### config.mk
export PLATFORM = sky130hd
export DESIGN_NAME = ctdll_ctrl
export DESIGN_NICKNAME = d
export VERILOG_FILES = /design/src/ctdll_pkg.sv /design/src/ctdll_ctrl.sv
export SDC_FILE = /design/constraint.sdc
export NUM_CORES = 1
export LEC_CHECK = 0
export BUFFER_PORTS_ARGS = -buffer_cell sky130_fd_sc_hd__buf_4
export CAP_MARGIN = 20
export CORE_AREA = 5 5 42 44
export CTS_CLUSTER_SIZE = 14
export DETAILED_ROUTE_END_ITERATION = 8
export DIE_AREA = 0 0 47 49
export GPL_TIMING_DRIVEN = 1
export PLACE_DENSITY = 0.67
export SLEW_MARGIN = 20
export SYNTH_ARGS = -nofsm -noshare
export SYNTH_HDL_FRONTEND = slang
export SYNTH_SLANG_ARGS = --single-unit
### constraint.sdc
create_clock -name clk -period 1.4 [get_ports clk]
set_clock_uncertainty 0.2 [all_clocks]
set_input_delay 0.28 -clock clk [delete_from_list [all_inputs] [get_ports clk]]
set_output_delay 0.28 -clock clk [all_outputs]
set_load 0.05 [all_outputs]
### src/ctdll_pkg.sv
// shared types and constants for the cycle timer rate estimator
// no dependencies; used by the controller, datapath, divider and top level
package ctdll_pkg;

	// fixed point of rate values and of the loop gain
	localparam int FRAC_BITS  = 24;
	localparam int GAIN_SHIFT = 24;

	// bus cycle timer geometry
	localparam logic [31:0] TICKS_PER_SEC = 32'd24576000;

	// the 128 s wrap is 750 * 2^22 ticks, so a reduction only touches the upper bits
	localparam int          WRAP_SHIFT = 22;
	localparam logic [9:0]  WRAP_UNIT  = 10'd750;
	localparam logic [31:0] WRAP_TICKS = {WRAP_UNIT, {WRAP_SHIFT{1'b0}}};
	// ceil(2^28 / 750), exact quotient for any 17-bit value
	localparam int          RECIP_SHIFT = 28;
	localparam logic [18:0] WRAP_RECIP  = 19'd357914;

	// register reset values
	localparam logic [31:0] NOMINAL_RESET   = 32'd412316860;
	localparam logic [31:0] TOLERANCE_RESET = 32'd8246337;
	localparam logic [24:0] GAIN_RESET      = 25'd16777;

	// measured rate quotient: 32-bit tick span shifted by the fraction bits
	localparam int QUOT_W    = 32 + FRAC_BITS;
	localparam int DIV_STEPS = QUOT_W / 2;
	// tick offset from rate * |elapsed|
	localparam int OFF_W     = 63 - FRAC_BITS;

	typedef enum logic [1:0] {
		OP_MEASURE = 2'd0,
		OP_PREDICT = 2'd1,
		OP_RELOAD  = 2'd2
	} op_t;

	// commands from the controller to the datapath
	typedef struct packed {
		logic capture;
		logic conv;
		logic div_start;
		logic reload;
		logic check;
		logic mul;
		logic red1;
		logic red2;
		logic sum;
		logic commit_meas;
		logic res_load;
		logic res_pred;
		logic res_acc;
	} dp_cmd_t;

	// status from the datapath to the controller
	typedef struct packed {
		op_t  op;
		logic d_nonpos;
		logic div_done;
		logic in_range;
	} dp_sts_t;

endpackage

### src/ctdll_ctrl.sv
// controller state machine: sequences conversion, division, products,
// reduction and commit; depends on ctdll_pkg
module ctdll_ctrl (
	input  logic                clk,
	input  logic                arst_n,
	input  logic                in_valid,
	output logic                in_stall,
	output logic                out_valid,
	input  logic                out_stall,
	input  ctdll_pkg::dp_sts_t  sts,
	output ctdll_pkg::dp_cmd_t  cmd
);

	typedef enum logic [3:0] {
		S_IDLE,
		S_CONV,
		S_DISP,
		S_DIV,
		S_CHECK,
		S_RANGE,
		S_MUL,
		S_RED1,
		S_RED2,
		S_SUM,
		S_DONE
	} state_t;

	state_t state_q;
	logic   out_valid_q;
	logic   acc_q;
	logic   slot_free;
	logic   is_meas;

	assign slot_free = !out_valid_q || !out_stall;
	assign is_meas   = sts.op == ctdll_pkg::OP_MEASURE;

	// commands decoded from state
	always_comb begin
		cmd             = '0;
		cmd.capture     = (state_q == S_IDLE) && in_valid;
		cmd.conv        = state_q == S_CONV;
		cmd.div_start   = (state_q == S_DISP) && is_meas && !sts.d_nonpos;
		cmd.reload      = (state_q == S_DISP) && (sts.op == ctdll_pkg::OP_RELOAD);
		cmd.check       = state_q == S_CHECK;
		cmd.mul         = state_q == S_MUL;
		cmd.red1        = state_q == S_RED1;
		cmd.red2        = state_q == S_RED2;
		cmd.sum         = state_q == S_SUM;
		cmd.commit_meas = (state_q == S_SUM) && is_meas;
		cmd.res_load    = (state_q == S_DONE) && slot_free;
		cmd.res_pred    = sts.op == ctdll_pkg::OP_PREDICT;
		cmd.res_acc     = acc_q;
	end

	// state, output valid and accept flag
	always_ff @(posedge clk or negedge arst_n) begin
		if (!arst_n) begin
			state_q     <= S_IDLE;
			out_valid_q <= 1'b0;
			acc_q       <= 1'b0;
		end else begin
			// result register: set by a finished item, cleared when taken
			if (state_q == S_DONE && slot_free) begin
				out_valid_q <= 1'b1;
			end else if (out_valid_q && !out_stall) begin
				out_valid_q <= 1'b0;
			end
			case (state_q)
				S_IDLE: begin
					if (in_valid) begin
						state_q <= S_CONV;
						acc_q   <= 1'b0;
					end
				end
				S_CONV: state_q <= S_DISP;
				S_DISP: begin
					case (sts.op)
						ctdll_pkg::OP_MEASURE: state_q <= sts.d_nonpos ? S_DONE : S_DIV;
						ctdll_pkg::OP_PREDICT: state_q <= S_MUL;
						default:               state_q <= S_DONE;
					endcase
				end
				S_DIV: begin
					if (sts.div_done) begin
						state_q <= S_CHECK;
					end
				end
				S_CHECK: state_q <= S_RANGE;
				S_RANGE: state_q <= sts.in_range ? S_MUL : S_DONE;
				S_MUL:   state_q <= S_RED1;
				S_RED1:  state_q <= S_RED2;
				S_RED2:  state_q <= S_SUM;
				S_SUM: begin
					state_q <= S_DONE;
					if (is_meas) begin
						acc_q <= 1'b1;
					end
				end
				S_DONE: begin
					if (slot_free) begin
						state_q <= S_IDLE;
					end
				end
				default: state_q <= S_IDLE;
			endcase
		end
	end

	assign in_stall  = state_q != S_IDLE;
	assign out_valid = out_valid_q;

	// rate update only after a passing range check
	a_commit_in_range: assert property (@(posedge clk) disable iff (!arst_n)
		cmd.commit_meas |-> sts.in_range)
		else $error("rate committed without range check");

	// divider finishes only while waiting for it
	a_div_done_state: assert property (@(posedge clk) disable iff (!arst_n)
		sts.div_done |-> state_q == S_DIV)
		else $error("divider done outside divide state");

	// a finished item lands in the result register and frees the input
	a_done_release: assert property (@(posedge clk) disable iff (!arst_n)
		(state_q == S_DONE && slot_free) |=> (out_valid_q && state_q == S_IDLE))
		else $error("result not released");

endmodule

==> out/qor.csv <==
metric;value;unit
status;complete, but fails checks;
failing checks;setup timing;
die area;2300;um2
initial antenna violation count;0;
startpoint type of the worst setup path;register;
RD Place Congestion;0.811;
f_max;497;MHz
Die W;47;um
Num CTS Buffers;3;
placed cells;103;
Ports;24;
Clock Latency Late Sink;0.26;ns
Max transition margin;77.7;%
arrival time at the worst endpoint;1.53;ns
vias in the first global route;646;
Clock Tree Buf Depth;2;
Vias/cell;5.14;
Min Clock Period, post-route;2.01;ns
Final #Nets;111;
syn nets;62;
Vias;601;
CTS tree;built;
peak supply drop;0.00127;V
# DRC;0;
Crit Path Max Fanout;3;
fin. max-slew vios;0;
Mapped Cells;53;
synth unique cells;33;
WL per Instance;14.8;um
hold slack;0.0321;ns
root buf cell;clkbuf_4;
antenna cell count;0;
pwr dens;2290;nW/um2
Non-Filler Instances;117;
die height;49;um
layout cells sized above 1;74.3;%
Seq/Total Area, Yosys;31.8;%
router iterations before antenna repair;4;
Lkg Pwr;0.000496;uW
RSZ-0062 raised after global routing;true;
max_cap viols;0;
Post-Synthesis Cell Area;472;um2
setup tns final;-7.37;ns
area grow syn2layout;133;%
hold crit path type;input port to register;
DRT Wirelength;1730;um
setup ws final;-0.613;ns
Yosys warnings;0;
Starting Density;33.7;%
Synth area leaders;dfrtp_1, nand2b_1, nor3_1;
endpoints failing setup;17;
Setup Crit Path Kind;register to output port;
Reg clk slew, reported paths;0.06;ns
Storage cell area;153;um2
# rows;14;
CTS H-tree depth;1;
Total GRT Usage;17.1;%
fin crit share;144;%
Detailed Route Iter0 Violations;3;
Multi-input gate area;448;um2
Synth Register Bits;6;
total gr overflow;0;
DP Wirelength;1210;um
top-area cell type share of the netlist area;31.8;%
fill count;96;
largest net degree at the start of global routing;10;
Slew @ Worst Pin;0.331;ns
CP Data Required Time;0.92;ns
Hold Violations, Final;0;
I/O Buffers;23;
Core ar.;1400;um2
Syn Area/Cell;8.90;um2
largest area contributor in the netlist;dfrtp_1;
first-pass GRT wire length;2840;um
Num Clock Sinks;6;
crit end category;output port;
ANT nets after route;0;
## worst max-delay path, cell delays in order, from the launching register on
cell,delay [ns]
dfrtp_1,0.42
or4_4,0.59
nor2_4,0.11
buf_8,0.15
## Yosys cell counts (all sizes together)
cell,number
nor4b,1
buf,4
dfrtp,6
a31oi,1
o21a,1
a21oi,2
a22oi,1
nand4bb,1
o211a,1
o21ai,4
and3b,1
nand2b,5
nor4,1
inv,1
nand4b,1
nor3b,1
nor2b,2
xnor2,1
or4,1
or2,2
o32ai,1
nor2,4
o22a,1
nand2,3
o2111ai,1
o32a,1
and2,1
nor3,3
## final timing paths
kind	slack, ns	endpoint	cells after the start	start
min in group asynchronous	0.15	state_q[1]$_DFFE_PN0P_	2	arst_n
setup / recovery	-0.61	cmd[12]	3	state_q[0]$_DFFE_PN0P_
setup reg to reg	-0.34	state_q[0]$_DFFE_PN0P_	4	state_q[0]$_DFFE_PN0P_
hold / removal	0.03	state_q[0]$_DFFE_PN0P_	2	sts[1]
max in group asynchronous	0.71	state_q[2]$_DFFE_PN0P_	2	arst_n
hold reg to reg	0.32	acc_q$_DFFE_PN0P_	1	acc_q$_DFFE_PN0P_
## what timing repair did
item | CTS | global route
hold endpoints to repair | 6 | 0
pin swaps | 5 | 3
gates cloned | 0 | 0
endpoints found under the setup margin | 17 | 18
gates resized for setup | 23 | 12
setup buffers | 5 | 4
hold buffers | 1 | 0
## final cells by class
class                           count  share of cell area [%]
Timing Repair Buffer               48                    40.8
Clock buffer                        4                    2.39
Sequential cell                     6                    13.9
Tap cell                           16                    1.82
Multi-Input combinational cell     42                    40.7
Inverter                            1                   0.341
## layer usage
layer  wire length [um]  vias to the layer above  share of wire (%)  GRT usage, %
met5                  0                        -                  0             0
met4                 57                        0                3.3          9.68
met3                 89                        6                5.1          4.80
met2                907                       21                 52          28.1
met1                679                      283                 39          18.6
li1                   -                      291                  -             -
## power breakdown
| part | total [uW] | switching (uW) | internal, uW | leakage (uW) |
|---|---|---|---|---|
| registers | 362 | 106 | 255 | 0.0000751 |
| logic | 1970 | 1020 | 951 | 0.000406 |
| clock network | 188 | 78.7 | 109 | 0.0000150 |
| total | 2520 | 1210 | 1310 | 0.000496 |
## state kept, by name, summed over array words and instances, names as in the netlist
name / cells
acc_q: 1
state_q: 4
out_valid: 1
## layout by cell type (no fill, tap or decap), drive strengths merged
master,instances
nor4b,1
and2,1
o2111ai,1
o32ai,1
o22a,1
a21oi,2
xnor2,1
nor2b,2
o211a,1
and3b,1
nand2b,5
nand4bb,1
nand4b,1
a31oi,1
o32a,1
inv,1
or2,2
clkbuf,4
buf,47
dfrtp,6
nor2,4
or4,1
nor4,1
a22oi,1
o21ai,4
o21a,1
nor3b,1
nand2,3
dlygate4sd3,1
nor3,3
## through the flow
stage                     setup slack (ns)  area, um2  util, %  total power [uW]
after floorplan                     -0.464        568        -              1380
after global placement              -0.333        840     59.9              1790
after detailed placement            -0.353        840     59.9              1820
after CTS                           -0.586       1020     72.8              2360
after global routing                -0.663       1100     78.5              2660
final                               -0.613       1100     78.5              2520
## cell families (layout without fill, tap and decap cells)
family / count (synthesis) / in the layout / share of synthesized area, %
flip-flops: 6 / 6 / 31.8
AND/OR/NAND/NOR: 27 / 27 / 37.9
AO/OA/AOI/OAI: 14 / 14 / 21.5
buffers and inverters: 5 / 53 / 6.90
XOR/XNOR: 1 / 1 / 1.86
(Power assumes the default switching activity.)
